## src/hw/rtl/mcoc_pkg.sv

```systemverilog
`timescale 1ns / 1ps

package mcoc_pkg;

  localparam int MAX_DIM        = 16384;
  localparam int MAX_LEVELS_DEF = 15;

  // dimension width follows from the largest base dimension
  localparam int DIM_W    = $clog2(MAX_DIM + 1);
  localparam int PAD_W    = DIM_W + 1;
  localparam int BLK_W    = 5;
  localparam int PB_W     = 8;
  localparam int LVL_W    = 4;
  localparam int BYTE_W   = 48;
  localparam int IDX_W    = 4;
  localparam int CNT_W    = $clog2(DIM_W);
  localparam int BITLEN_W = $clog2(DIM_W + 1);

  typedef enum logic [IDX_W-1:0] {
    REG_BASE_W   = 4'd0,
    REG_BASE_H   = 4'd1,
    REG_BASE_D   = 4'd2,
    REG_PIX_BITS = 4'd3,
    REG_BLOCKED  = 4'd4,
    REG_BLK_W    = 4'd5,
    REG_BLK_H    = 4'd6,
    REG_BLK_D    = 4'd7
  } reg_idx_t;

  typedef struct packed {
    logic [DIM_W-1:0] base_w;
    logic [DIM_W-1:0] base_h;
    logic [DIM_W-1:0] base_d;
    logic [PB_W-1:0]  pixel_bits;
    logic             is_blocked;
    logic [BLK_W-1:0] blk_w;
    logic [BLK_W-1:0] blk_h;
    logic [BLK_W-1:0] blk_d;
  } cfg_t;

  typedef enum logic [3:0] {
    S_IDLE,
    S_LOAD,
    S_DIV,
    S_PAD,
    S_MUL1,
    S_MUL2,
    S_MUL3,
    S_ACC,
    S_DONE
  } state_t;

  typedef struct packed {
    logic             start;
    logic             load_dims;
    logic             div_step;
    logic             pad;
    logic             mul1;
    logic             mul2;
    logic             mul3;
    logic             acc;
    logic             out_load;
    logic [LVL_W-1:0] lvl;
  } cmd_t;

  typedef struct packed {
    logic pad_en;
  } sts_t;

endpackage

```

## src/hw/rtl/mip_chain_offset_calc.sv

```systemverilog
`timescale 1ns / 1ps

// channel  direction  handshake              payload
// in       input      in_valid / in_ready    in_mip_level
// out      output     out_valid / out_ready  out_level_offset, out_level_bytes,
//                                            out_level_width/height/depth, out_level_count
// cfg      input      cfg_valid / cfg_ready  cfg_addr, cfg_data
//
// one query walks levels 0..L through a shared size unit: per level load, pad,
// three multiply steps and accumulate, with 15 remainder steps between load and
// pad when block padding is on
// synchronous active-low reset clears the controller and restores default registers
// cfg_ready is always high; a stalled result sits in the output register, a new
// query is taken meanwhile and its result waits until that register frees up

module mip_chain_offset_calc #(
  parameter int MAX_LEVELS = mcoc_pkg::MAX_LEVELS_DEF
) (
  input  logic                        clk,
  input  logic                        rst_n,
  // query channel
  input  logic                        in_valid,
  output logic                        in_ready,
  input  logic [mcoc_pkg::LVL_W-1:0]  in_mip_level,
  // result channel
  output logic                        out_valid,
  input  logic                        out_ready,
  output logic [mcoc_pkg::BYTE_W-1:0] out_level_offset,
  output logic [mcoc_pkg::BYTE_W-1:0] out_level_bytes,
  output logic [mcoc_pkg::DIM_W-1:0]  out_level_width,
  output logic [mcoc_pkg::DIM_W-1:0]  out_level_height,
  output logic [mcoc_pkg::DIM_W-1:0]  out_level_depth,
  output logic [mcoc_pkg::LVL_W-1:0]  out_level_count,
  // register write channel
  input  logic                        cfg_valid,
  output logic                        cfg_ready,
  input  logic [mcoc_pkg::IDX_W-1:0]  cfg_addr,
  input  logic [mcoc_pkg::DIM_W-1:0]  cfg_data
);

  mcoc_pkg::cfg_t cfg;
  mcoc_pkg::cmd_t cmd;
  mcoc_pkg::sts_t sts;

  // register file, written on a cfg transfer to one of its eight addresses
  mcoc_cfg_regs u_cfg (
    .clk       (clk),
    .rst_n     (rst_n),
    .cfg_valid (cfg_valid),
    .cfg_ready (cfg_ready),
    .cfg_addr  (cfg_addr),
    .cfg_data  (cfg_data),
    .cfg       (cfg)
  );

  // sequencer: level loop, remainder step count, output register handshake
  mcoc_ctrl u_ctrl (
    .clk          (clk),
    .rst_n        (rst_n),
    .in_valid     (in_valid),
    .in_ready     (in_ready),
    .in_mip_level (in_mip_level),
    .out_valid    (out_valid),
    .out_ready    (out_ready),
    .sts          (sts),
    .cmd          (cmd)
  );

  // size unit: shift and clamp, block padding, product chain, offset sum
  mcoc_dp #(
    .MAX_LEVELS (MAX_LEVELS)
  ) u_dp (
    .clk              (clk),
    .cfg              (cfg),
    .cmd              (cmd),
    .sts              (sts),
    .out_level_offset (out_level_offset),
    .out_level_bytes  (out_level_bytes),
    .out_level_width  (out_level_width),
    .out_level_height (out_level_height),
    .out_level_depth  (out_level_depth),
    .out_level_count  (out_level_count)
  );

endmodule

```

## src/hw/rtl/mcoc_cfg_regs.sv

```systemverilog
`timescale 1ns / 1ps

module mcoc_cfg_regs (
  input  logic                       clk,
  input  logic                       rst_n,
  input  logic                       cfg_valid,
  output logic                       cfg_ready,
  input  logic [mcoc_pkg::IDX_W-1:0] cfg_addr,
  input  logic [mcoc_pkg::DIM_W-1:0] cfg_data,
  output mcoc_pkg::cfg_t             cfg
);

  mcoc_pkg::cfg_t cfg_r;
  mcoc_pkg::cfg_t cfg_nxt;

  assign cfg_ready = 1'b1;
  assign cfg       = cfg_r;

  always_comb begin
    cfg_nxt = cfg_r;
    if (cfg_valid) begin
      case (cfg_addr)
        mcoc_pkg::REG_BASE_W:   cfg_nxt.base_w     = cfg_data;
        mcoc_pkg::REG_BASE_H:   cfg_nxt.base_h     = cfg_data;
        mcoc_pkg::REG_BASE_D:   cfg_nxt.base_d     = cfg_data;
        mcoc_pkg::REG_PIX_BITS: cfg_nxt.pixel_bits = cfg_data[mcoc_pkg::PB_W-1:0];
        mcoc_pkg::REG_BLOCKED:  cfg_nxt.is_blocked = cfg_data[0];
        mcoc_pkg::REG_BLK_W:    cfg_nxt.blk_w      = cfg_data[mcoc_pkg::BLK_W-1:0];
        mcoc_pkg::REG_BLK_H:    cfg_nxt.blk_h      = cfg_data[mcoc_pkg::BLK_W-1:0];
        mcoc_pkg::REG_BLK_D:    cfg_nxt.blk_d      = cfg_data[mcoc_pkg::BLK_W-1:0];
        default:                cfg_nxt            = cfg_r;
      endcase
    end
  end

  always_ff @(posedge clk) begin
    if (!rst_n) begin
      cfg_r.base_w     <= mcoc_pkg::DIM_W'(1);
      cfg_r.base_h     <= mcoc_pkg::DIM_W'(1);
      cfg_r.base_d     <= mcoc_pkg::DIM_W'(1);
      cfg_r.pixel_bits <= mcoc_pkg::PB_W'(32);
      cfg_r.is_blocked <= 1'b0;
      cfg_r.blk_w      <= mcoc_pkg::BLK_W'(1);
      cfg_r.blk_h      <= mcoc_pkg::BLK_W'(1);
      cfg_r.blk_d      <= mcoc_pkg::BLK_W'(1);
    end else begin
      cfg_r <= cfg_nxt;
    end
  end

endmodule

```

## src/hw/rtl/mcoc_ctrl.sv

```systemverilog
`timescale 1ns / 1ps

module mcoc_ctrl (
  input  logic                       clk,
  input  logic                       rst_n,
  input  logic                       in_valid,
  output logic                       in_ready,
  input  logic [mcoc_pkg::LVL_W-1:0] in_mip_level,
  output logic                       out_valid,
  input  logic                       out_ready,
  input  mcoc_pkg::sts_t             sts,
  output mcoc_pkg::cmd_t             cmd
);

  mcoc_pkg::state_t state_r, state_nxt;

  logic [mcoc_pkg::LVL_W-1:0] target_r, target_nxt;
  logic [mcoc_pkg::LVL_W-1:0] lvl_r, lvl_nxt;
  logic [mcoc_pkg::CNT_W-1:0] div_cnt_r, div_cnt_nxt;
  logic                       out_valid_r, out_valid_nxt;
  logic                       out_free;
  logic                       last_lvl;
  logic                       div_last;

  assign out_free  = !out_valid_r || out_ready;
  assign last_lvl  = (lvl_r == target_r);
  assign div_last  = (div_cnt_r == mcoc_pkg::CNT_W'(mcoc_pkg::DIM_W - 1));
  assign out_valid = out_valid_r;

  // next state
  always_comb begin
    state_nxt = state_r;
    case (state_r)
      mcoc_pkg::S_IDLE: if (in_valid) state_nxt = mcoc_pkg::S_LOAD;
      mcoc_pkg::S_LOAD: state_nxt = sts.pad_en ? mcoc_pkg::S_DIV : mcoc_pkg::S_PAD;
      mcoc_pkg::S_DIV:  if (div_last) state_nxt = mcoc_pkg::S_PAD;
      mcoc_pkg::S_PAD:  state_nxt = mcoc_pkg::S_MUL1;
      mcoc_pkg::S_MUL1: state_nxt = mcoc_pkg::S_MUL2;
      mcoc_pkg::S_MUL2: state_nxt = mcoc_pkg::S_MUL3;
      mcoc_pkg::S_MUL3: state_nxt = mcoc_pkg::S_ACC;
      mcoc_pkg::S_ACC:  state_nxt = last_lvl ? mcoc_pkg::S_DONE : mcoc_pkg::S_LOAD;
      mcoc_pkg::S_DONE: if (out_free) state_nxt = mcoc_pkg::S_IDLE;
      default:          state_nxt = mcoc_pkg::S_IDLE;
    endcase
  end

  // outputs
  always_comb begin
    cmd          = '0;
    cmd.lvl      = lvl_r;
    in_ready     = 1'b0;
    target_nxt   = target_r;
    lvl_nxt      = lvl_r;
    div_cnt_nxt  = div_cnt_r;
    case (state_r)
      mcoc_pkg::S_IDLE: begin
        in_ready = 1'b1;
        if (in_valid) begin
          cmd.start  = 1'b1;
          target_nxt = in_mip_level;
          lvl_nxt    = '0;
        end
      end
      mcoc_pkg::S_LOAD: begin
        cmd.load_dims = 1'b1;
        div_cnt_nxt   = '0;
      end
      mcoc_pkg::S_DIV: begin
        cmd.div_step = 1'b1;
        div_cnt_nxt  = div_cnt_r + 1'b1;
      end
      mcoc_pkg::S_PAD:  cmd.pad  = 1'b1;
      mcoc_pkg::S_MUL1: cmd.mul1 = 1'b1;
      mcoc_pkg::S_MUL2: cmd.mul2 = 1'b1;
      mcoc_pkg::S_MUL3: cmd.mul3 = 1'b1;
      mcoc_pkg::S_ACC: begin
        if (!last_lvl) begin
          cmd.acc = 1'b1;
          lvl_nxt = lvl_r + 1'b1;
        end
      end
      mcoc_pkg::S_DONE: cmd.out_load = out_free;
      default: cmd = '0;
    endcase
  end

  always_comb begin
    out_valid_nxt = out_valid_r;
    if (cmd.out_load) begin
      out_valid_nxt = 1'b1;
    end else if (out_ready) begin
      out_valid_nxt = 1'b0;
    end
  end

  always_ff @(posedge clk) begin
    if (!rst_n) begin
      state_r     <= mcoc_pkg::S_IDLE;
      out_valid_r <= 1'b0;
      lvl_r       <= '0;
      target_r    <= '0;
      div_cnt_r   <= '0;
    end else begin
      state_r     <= state_nxt;
      out_valid_r <= out_valid_nxt;
      lvl_r       <= lvl_nxt;
      target_r    <= target_nxt;
      div_cnt_r   <= div_cnt_nxt;
    end
  end

endmodule

```

## src/hw/rtl/mcoc_dp.sv

```systemverilog
`timescale 1ns / 1ps

module mcoc_dp #(
  parameter int MAX_LEVELS = mcoc_pkg::MAX_LEVELS_DEF
) (
  input  logic                        clk,
  input  mcoc_pkg::cfg_t              cfg,
  input  mcoc_pkg::cmd_t              cmd,
  output mcoc_pkg::sts_t              sts,
  output logic [mcoc_pkg::BYTE_W-1:0] out_level_offset,
  output logic [mcoc_pkg::BYTE_W-1:0] out_level_bytes,
  output logic [mcoc_pkg::DIM_W-1:0]  out_level_width,
  output logic [mcoc_pkg::DIM_W-1:0]  out_level_height,
  output logic [mcoc_pkg::DIM_W-1:0]  out_level_depth,
  output logic [mcoc_pkg::LVL_W-1:0]  out_level_count
);

  localparam int DW  = mcoc_pkg::DIM_W;
  localparam int PW  = mcoc_pkg::PAD_W;
  localparam int BW  = mcoc_pkg::BLK_W;
  localparam int YW  = mcoc_pkg::BYTE_W;
  localparam int P2W = 3 * PW;
  localparam int P3W = P2W + mcoc_pkg::PB_W;

  function automatic logic [DW-1:0] clamp_dim(input logic [DW-1:0] base,
                                              input logic [mcoc_pkg::LVL_W-1:0] lvl);
    logic [DW-1:0] v;
    v = base >> lvl;
    return (v == '0) ? DW'(1) : v;
  endfunction

  function automatic logic [BW-1:0] eff_blk(input logic en, input logic [BW-1:0] blk);
    return (!en || blk == '0) ? BW'(1) : blk;
  endfunction

  // one restoring step: bring in the next dividend bit, subtract if it fits
  function automatic logic [BW-1:0] rem_step(input logic [BW-1:0] rem, input logic b,
                                            input logic [BW-1:0] blk);
    logic [BW:0] t;
    t = {rem, b};
    return (t >= {1'b0, blk}) ? BW'(t - {1'b0, blk}) : BW'(t);
  endfunction

  function automatic logic [PW-1:0] pad_dim(input logic [DW-1:0] v, input logic [BW-1:0] r,
                                           input logic [BW-1:0] blk);
    return (r == '0) ? {1'b0, v} : ({1'b0, v} + PW'(blk) - PW'(r));
  endfunction

  logic [BW-1:0] bw, bh, bd;

  logic [DW-1:0]  dw_r, dh_r, dd_r;
  logic [DW-1:0]  qw_r, qh_r, qd_r;
  logic [BW-1:0]  rw_r, rh_r, rd_r;
  logic [PW-1:0]  pw_r, ph_r, pd_r;
  logic [2*PW-1:0] p1_r;
  logic [P2W-1:0] p2_r;
  logic [P3W-1:0] p3;
  logic [YW-1:0]  bytes_r;
  logic [YW-1:0]  off_r;

  logic [DW-1:0]                      big;
  logic [mcoc_pkg::BITLEN_W-1:0]      bitlen;
  logic [mcoc_pkg::LVL_W-1:0]         count;

  assign sts.pad_en = cfg.is_blocked;

  assign bw = eff_blk(cfg.is_blocked, cfg.blk_w);
  assign bh = eff_blk(cfg.is_blocked, cfg.blk_h);
  assign bd = eff_blk(cfg.is_blocked, cfg.blk_d);

  assign p3 = p2_r * cfg.pixel_bits;

  // level count: bit length of the largest base dimension, clamped
  always_comb begin
    big = cfg.base_w;
    if (cfg.base_h > big) big = cfg.base_h;
    if (cfg.base_d > big) big = cfg.base_d;
    bitlen = '0;
    for (int i = 0; i < DW; i++) begin
      if (big[i]) bitlen = mcoc_pkg::BITLEN_W'(i + 1);
    end
    if (bitlen == '0) begin
      count = mcoc_pkg::LVL_W'(1);
    end else if (int'(bitlen) > MAX_LEVELS) begin
      count = mcoc_pkg::LVL_W'(MAX_LEVELS);
    end else begin
      count = mcoc_pkg::LVL_W'(bitlen);
    end
  end

  always_ff @(posedge clk) begin
    if (cmd.start) begin
      off_r <= '0;
    end else if (cmd.acc) begin
      off_r <= off_r + bytes_r;
    end

    if (cmd.load_dims) begin
      dw_r <= clamp_dim(cfg.base_w, cmd.lvl);
      dh_r <= clamp_dim(cfg.base_h, cmd.lvl);
      dd_r <= clamp_dim(cfg.base_d, cmd.lvl);
      qw_r <= clamp_dim(cfg.base_w, cmd.lvl);
      qh_r <= clamp_dim(cfg.base_h, cmd.lvl);
      qd_r <= clamp_dim(cfg.base_d, cmd.lvl);
      rw_r <= '0;
      rh_r <= '0;
      rd_r <= '0;
    end else if (cmd.div_step) begin
      rw_r <= rem_step(rw_r, qw_r[DW-1], bw);
      rh_r <= rem_step(rh_r, qh_r[DW-1], bh);
      rd_r <= rem_step(rd_r, qd_r[DW-1], bd);
      qw_r <= {qw_r[DW-2:0], 1'b0};
      qh_r <= {qh_r[DW-2:0], 1'b0};
      qd_r <= {qd_r[DW-2:0], 1'b0};
    end

    if (cmd.pad) begin
      pw_r <= pad_dim(dw_r, rw_r, bw);
      ph_r <= pad_dim(dh_r, rh_r, bh);
      pd_r <= pad_dim(dd_r, rd_r, bd);
    end

    if (cmd.mul1) p1_r <= pw_r * ph_r;
    if (cmd.mul2) p2_r <= p1_r * pd_r;
    if (cmd.mul3) bytes_r <= p3[YW+2:3];

    if (cmd.out_load) begin
      out_level_offset <= off_r;
      out_level_bytes  <= bytes_r;
      out_level_width  <= dw_r;
      out_level_height <= dh_r;
      out_level_depth  <= dd_r;
      out_level_count  <= count;
    end
  end

endmodule

```

## config.mk

```make
export PLATFORM = sky130hd
export DESIGN_NAME = mip_chain_offset_calc
export DESIGN_NICKNAME = d
export VERILOG_FILES = /design/src/hw/rtl/mcoc_pkg.sv /design/src/hw/rtl/mip_chain_offset_calc.sv /design/src/hw/rtl/mcoc_cfg_regs.sv /design/src/hw/rtl/mcoc_ctrl.sv /design/src/hw/rtl/mcoc_dp.sv
export SDC_FILE = /design/constraint.sdc
export NUM_CORES = 2
export LEC_CHECK = 0
export BUFFER_PORTS_ARGS = -buffer_cell sky130_fd_sc_hd__buf_2
export CELL_PAD_IN_SITES_DETAIL_PLACEMENT = 1
export CELL_PAD_IN_SITES_GLOBAL_PLACEMENT = 1
export CORE_ASPECT_RATIO = 1.1
export CORE_MARGIN = 8
export CORE_UTILIZATION = 45
export CTS_CLUSTER_DIAMETER = 40
export DETAILED_ROUTE_END_ITERATION = 7
export PLACE_DENSITY_LB_ADDON = 0.05
export SYNTH_ARGS = -nofsm -noshare
export SYNTH_HDL_FRONTEND = slang
export SYNTH_SLANG_ARGS = --single-unit
```

## constraint.sdc

```tcl
create_clock -name clk -period 13.6 [get_ports clk]
set_input_delay 2.72 -clock clk [delete_from_list [all_inputs] [get_ports clk]]
set_output_delay 2.72 -clock clk [all_outputs]
set_load 0.05 [all_outputs]
```

== After elaboration in Yosys (flattened, before gate mapping) ==
Cells that the tools add are included.
Storage, ports and cells
  word-level logic and storage cells: 176
  flip-flop bits (word level): 560
  memories: 0
  bits of input ports: 28
  latch bits: 0
  output and inout port bits: 148
  memory bits (writable): 0
  bits in read-only memories: 0
Operators by class
  divide/modulo/power cells: 0
  bitwise logic cells: 0
  shifts and indexed selects: 3
  multipliers: 3
  add/subtract/negate cells: 12
  order comparisons: 5
  muxes and demuxes: 60
  reductions and logical operators: 34
  eq/ne operators: 21
Operators with widths (number)
  15-bit 2-to-1 mux: 14
  4-bit 2-to-1 mux: 15
  48-bit by 8-bit multiplier with 51-bit output: 1
  15-bit by 5-bit adder with 16-bit output: 3
  48-bit adder: 1
  32-bit by 16-bit multiplier with 48-bit output: 1
  16-bit by 5-bit subtractor with 16-bit output: 3
  15-bit logical NOT: 3
  15-bit by 4-bit >> shifter with 15-bit output: 3
  4-bit one-hot mux with 9 select lines: 1
  4-bit by 3-bit == test with 1-bit output (second input constant): 8
  16-bit by 16-bit multiplier with 32-bit output: 1
  15-bit greater-than comparator: 2
  5-bit logical NOT: 6
  5-bit 2-to-1 mux: 6
  6-bit by 5-bit greater-or-equal comparator with 1-bit output: 3
  2-bit AND reduction: 9
  4-bit by 2-bit == test with 1-bit output (second input constant): 4
  1-bit 2-to-1 mux: 16
  4-bit one-hot mux with 2 select lines: 2
  5-bit subtractor: 3
  4-bit logical NOT: 3
  3-bit 2-to-1 mux: 4
  9-bit OR reduction: 1
  other kinds (11): 25

== Depth between registers and ports, before layout ==
  depth in word-level cells: 20
  depth in mapped cells: 26
  depth with buffers taken out: 25

== By module ==
From an unflattened synthesis, not the netlist that was laid out.
Second synthesis, totals
  cells, all modules: 6414
  area, all modules: 62411.1 µm²
By module, submodules not included
  mcoc_dp: cells each 6034, seq. area each 13603.0 µm², instances 1, area an instance 58811.4 µm²
  mcoc_cfg_regs: cells each 257, seq. area each 1381.3 µm², instances 1, area an instance 2607.5 µm²
  mcoc_ctrl: cells each 123, seq. area each 340.3 µm², instances 1, area an instance 992.2 µm²

== Least setup slack after synthesis ==
Ideal clock, no wire load.
  kind: input port to flip-flop
  start: in out_ready
  end: reg u_dp.out_level_bytes[0] in the netlist's numbering, enable pin
  required time: 13.077 ns
  path slack: 6.845 ns
  stages: 2
  library setup time: 0.523 ns
  arrival time: 6.232 ns
  buffers on the path: 0
  cell sequence: nand2b_1 and3_1
RTL lines
  from (decl): line mip_chain_offset_calc.sv:27  | input logic out_ready,
  to (signal assigned): line mcoc_dp.sv:129  | out_level_bytes <= bytes_r;
  to (decl): line mcoc_dp.sv:11  | output logic [mcoc_pkg::BYTE_W-1:0] out_level_bytes,

== Final worst setup path ==
  start: reg u_dp.pd_r[3]
  end: reg u_dp.p2_r[47], data pin
Between the ends
  longest elaborated chain between the ends: 1
Ends and longest elaborated chain
  from (decl): line mcoc_dp.sv:54  | logic [PW-1:0] pw_r, ph_r, pd_r;
  from (signal assigned): line mcoc_dp.sv:120  | pd_r <= pad_dim(dd_r, rd_r, bd);
  32-bit by 16-bit multiplier with 48-bit output: line mcoc_dp.sv:124  | if (cmd.mul2) p2_r <= p1_r * pd_r;
  to (signal assigned): line mcoc_dp.sv:124
  to (decl): line mcoc_dp.sv:56  | logic [P2W-1:0] p2_r;
No other way between the ends.
A chain may end at the register's enable or synchronous reset.

==> summary.txt <==
Yosys cell types - 93
fin nets - 7880
largest net degree at the start of global routing - 85
P&R area growth vs syn - 9.65%
clock latency on the worst-skew pair - 0.73 ns
first-pass GRT wire length - 282000 um
most frequent cells in the layout - nand2_1 (1156), inv_1 (976), fa_1 (899)
All-Layer GR Usage - 0.236
gr ovfl total - 0
drc violations - 0
Die Span Y - 405 um
Max Cap Violations - 0
reg2reg end - u_dp.p2_r[47]$_DFFE_PP_
Tcrit/Tclk final - 0.541
syn_nets - 7821
#FFs+latches synth - 560
post-synthesis adder-cell area fraction - 0.376
Vias - 45300
status - completed
worst-margin pin slew - 1.15 ns
Setup Total Neg Slack - 0 ns
vias in the first global route - 50900
Final Max Tran Viols - 0
htree depth - 3
Hold Startpoint - u_dp.off_r[46]$_SDFFE_PP0P_
die width - 370 um
Clock Skew - 0.0651 ns
Die ar. - 150000 um2
Pre-antenna DRT Iters - 5
Final setup violation count - 0
RSZ-0062 raised after global routing - no
initial antenna violation count - 3
Buffers on Ports - 174
# clock sinks - 560
DPL Wire Length - 136000 um
fin area - 68000 um2
mux contribution to synthesized area - 0.0222
upper clock frequency limit - 136 MHz
WHS Endpoint - u_dp.out_level_offset[46]$_DFFE_PP_
Synth Area in XOR/XNOR - 0.0281
root buf cell - clkbuf_16
clock-pin transition on the worst setup and hold timing paths - 0.06 ns
Rows - 143
Max Buffers Root-to-Sink - 3
worst setup path class - reg -> reg
Ports - 176
Hold Crit Class - reg -> reg
core area - 137000 um2
Post-Syn Area - 62000 um2
Placer Congestion - 0.838
CTS tree - built
Post-CTS Hold Buffers - 0
WHS Path Cells - 0
Post-Synth Simple-Gate Area - 0.160
Worst slew margin - 0.232
total CTS buffers - 97
diode count - 0
Routed WL per cell - 20.8 um
EDFF count, synth - 411
final hold vios - 0
dpl cell area - 64500 um2
CP Max Fanout - 23
Initial Utilization - 0.451
syn_area_per_cell - 9.58 um2
most common flop cell mapped by yosys - edfxtp_1
required time of the critical path - 14.05 ns
vias per cell - 5.37
Crit. Startpoint - u_dp.pd_r[3]$_DFFE_PP_
largest family of logic cells by synthesized area - adder cells
Synth Instances - 6469
startpoint type of the worst setup path - flip-flop
share of layout cells above drive strength 1 - 0.0726
drt total wl - 175000 um
Ys Warns - 0
async set or reset register ratio after synthesis - 0
worst reg2reg setup slack - 6.25 ns
RR Startpoint - u_dp.pd_r[3]$_DFFE_PP_
setup bufs post-CTS - 0
initial drt markers - 1799
Worst setup EP type - flip-flop
Synth Area in Compound Gates - 0.0890
critical path arrival - 7.80 ns
most common cell after layout, fill and taps aside - nand2_1
Worst Reg2Reg Path Length in Cells - 23
Final min period - 7.35 ns
post-synthesis sequential area ratio - 0.247
post-route ant nets - 0
post_cts resized - 0
-- area by class of cell --
class	instances	area, um2
Fill cell	15600	69400
Multi-Input combinational cell	4655	41900
Sequential cell	560	15300
Inverter	978	3670
Clock buffer	108	2540
Tap cell	1812	2270
Timing Repair Buffer	236	1340
Clock inverter	76	883
-- through the flow --
step	hold slack, ns	cells	setup slack, ns	utilization
floorplan	0.426	6469	6.85	-
global placement	0.449	8241	6.32	0.470
detailed placement	0.455	8241	6.23	0.470
CTS	0.469	8425	6.20	0.495
global route	0.482	8425	5.84	0.495
finish	0.467	8425	6.25	0.495
-- worst max-delay path by stage --
stage	end	cells after the start
floorplan	u_dp.out_level_bytes[0]$_DFFE_PP_	2
global placement	u_dp.p2_r[47]$_DFFE_PP_	23
detailed placement	u_dp.p2_r[47]$_DFFE_PP_	23
CTS	u_dp.p2_r[47]$_DFFE_PP_	23
global route	u_dp.p2_r[47]$_DFFE_PP_	23
finish	u_dp.p2_r[47]$_DFFE_PP_	23
-- state kept, by name, indices dropped and copies added, names as in the netlist, 32 cells and up --
name,flops
u_dp.out_level_bytes,48
u_cfg.cfg,69
u_dp.p2_r,48
u_dp.p1_r,32
u_dp.out_level_offset,48
u_dp.off_r,48
u_dp.bytes_r,48
-- synthesized netlist by cell type, types with 15 or more instances --
cell,instances,share of area
mux2i_1,115,0.019
o31ai_1,21,0.0025
nand4_1,32,0.0032
and3_1,28,0.0028
edfxtp_1,411,0.20
and2_1,416,0.042
o21bai_1,29,0.0035
or3_1,16,0.0016
clkbuf_1,244,0.015
fa_1,899,0.29
o21a_1,30,0.0036
buf_2,15,0.0012
a31oi_1,22,0.0022
inv_1,978,0.059
a21boi_0,29,0.0035
nand2b_1,29,0.0029
ha_1,425,0.086
nor2b_1,83,0.0084
dfxtp_1,149,0.048
xnor2_1,129,0.018
a21oi_1,284,0.023
o211ai_1,15,0.0018
a21o_1,134,0.016
nor3_1,61,0.0049
xor2_1,70,0.0099
o21ai_0,147,0.012
nand3_1,61,0.0049
mux2_2,18,0.0033
nand2_1,1157,0.070
a211oi_1,29,0.0035
nor2_1,194,0.012
nor4_1,15,0.0015
-- critical path, stage by stage (launching register included) --
cell and delay [ns]:
edfxtp_1 0.56, buf_4 0.35, nand2_1 0.12, fa_1 0.49, inv_1 0.06, fa_1 0.53, inv_1 0.05, fa_1 0.49
inv_1 0.05, fa_1 0.55, inv_1 0.05, fa_1 0.50, inv_1 0.06, fa_1 0.44, ha_1 0.39, and3_1 0.21
a31oi_1 0.19, o31ai_1 0.67, a41oi_1 0.38, o21ai_1 0.30, a31o_2 0.23, a31oi_1 0.10, a31oi_1 0.22, xnor2_1 0.09
-- per-layer routing --
metal,vias to the layer above,wire [um],GRT usage
met5,-,0,0
met4,0,5410,0.0756
met3,272,5020,0.0274
met2,630,93600,0.444
met1,23500,71200,0.280
li1,20900,-,-
-- kinds of logic after synthesis --
| group | after synthesis |
|---|---|
| AOI/OAI and AO/OA | 857 |
| xor gates and xnor gates | 199 |
| adders and majority gates | 1324 |
| buffers and inverters | 1254 |
| DFF | 560 |
| muxes | 134 |
| other | 1 |
| and+or+nand+nor | 2140 |
Power is not shown: default switching activity piles up to over one toggle a cycle in this logic, so the estimate is an artifact.
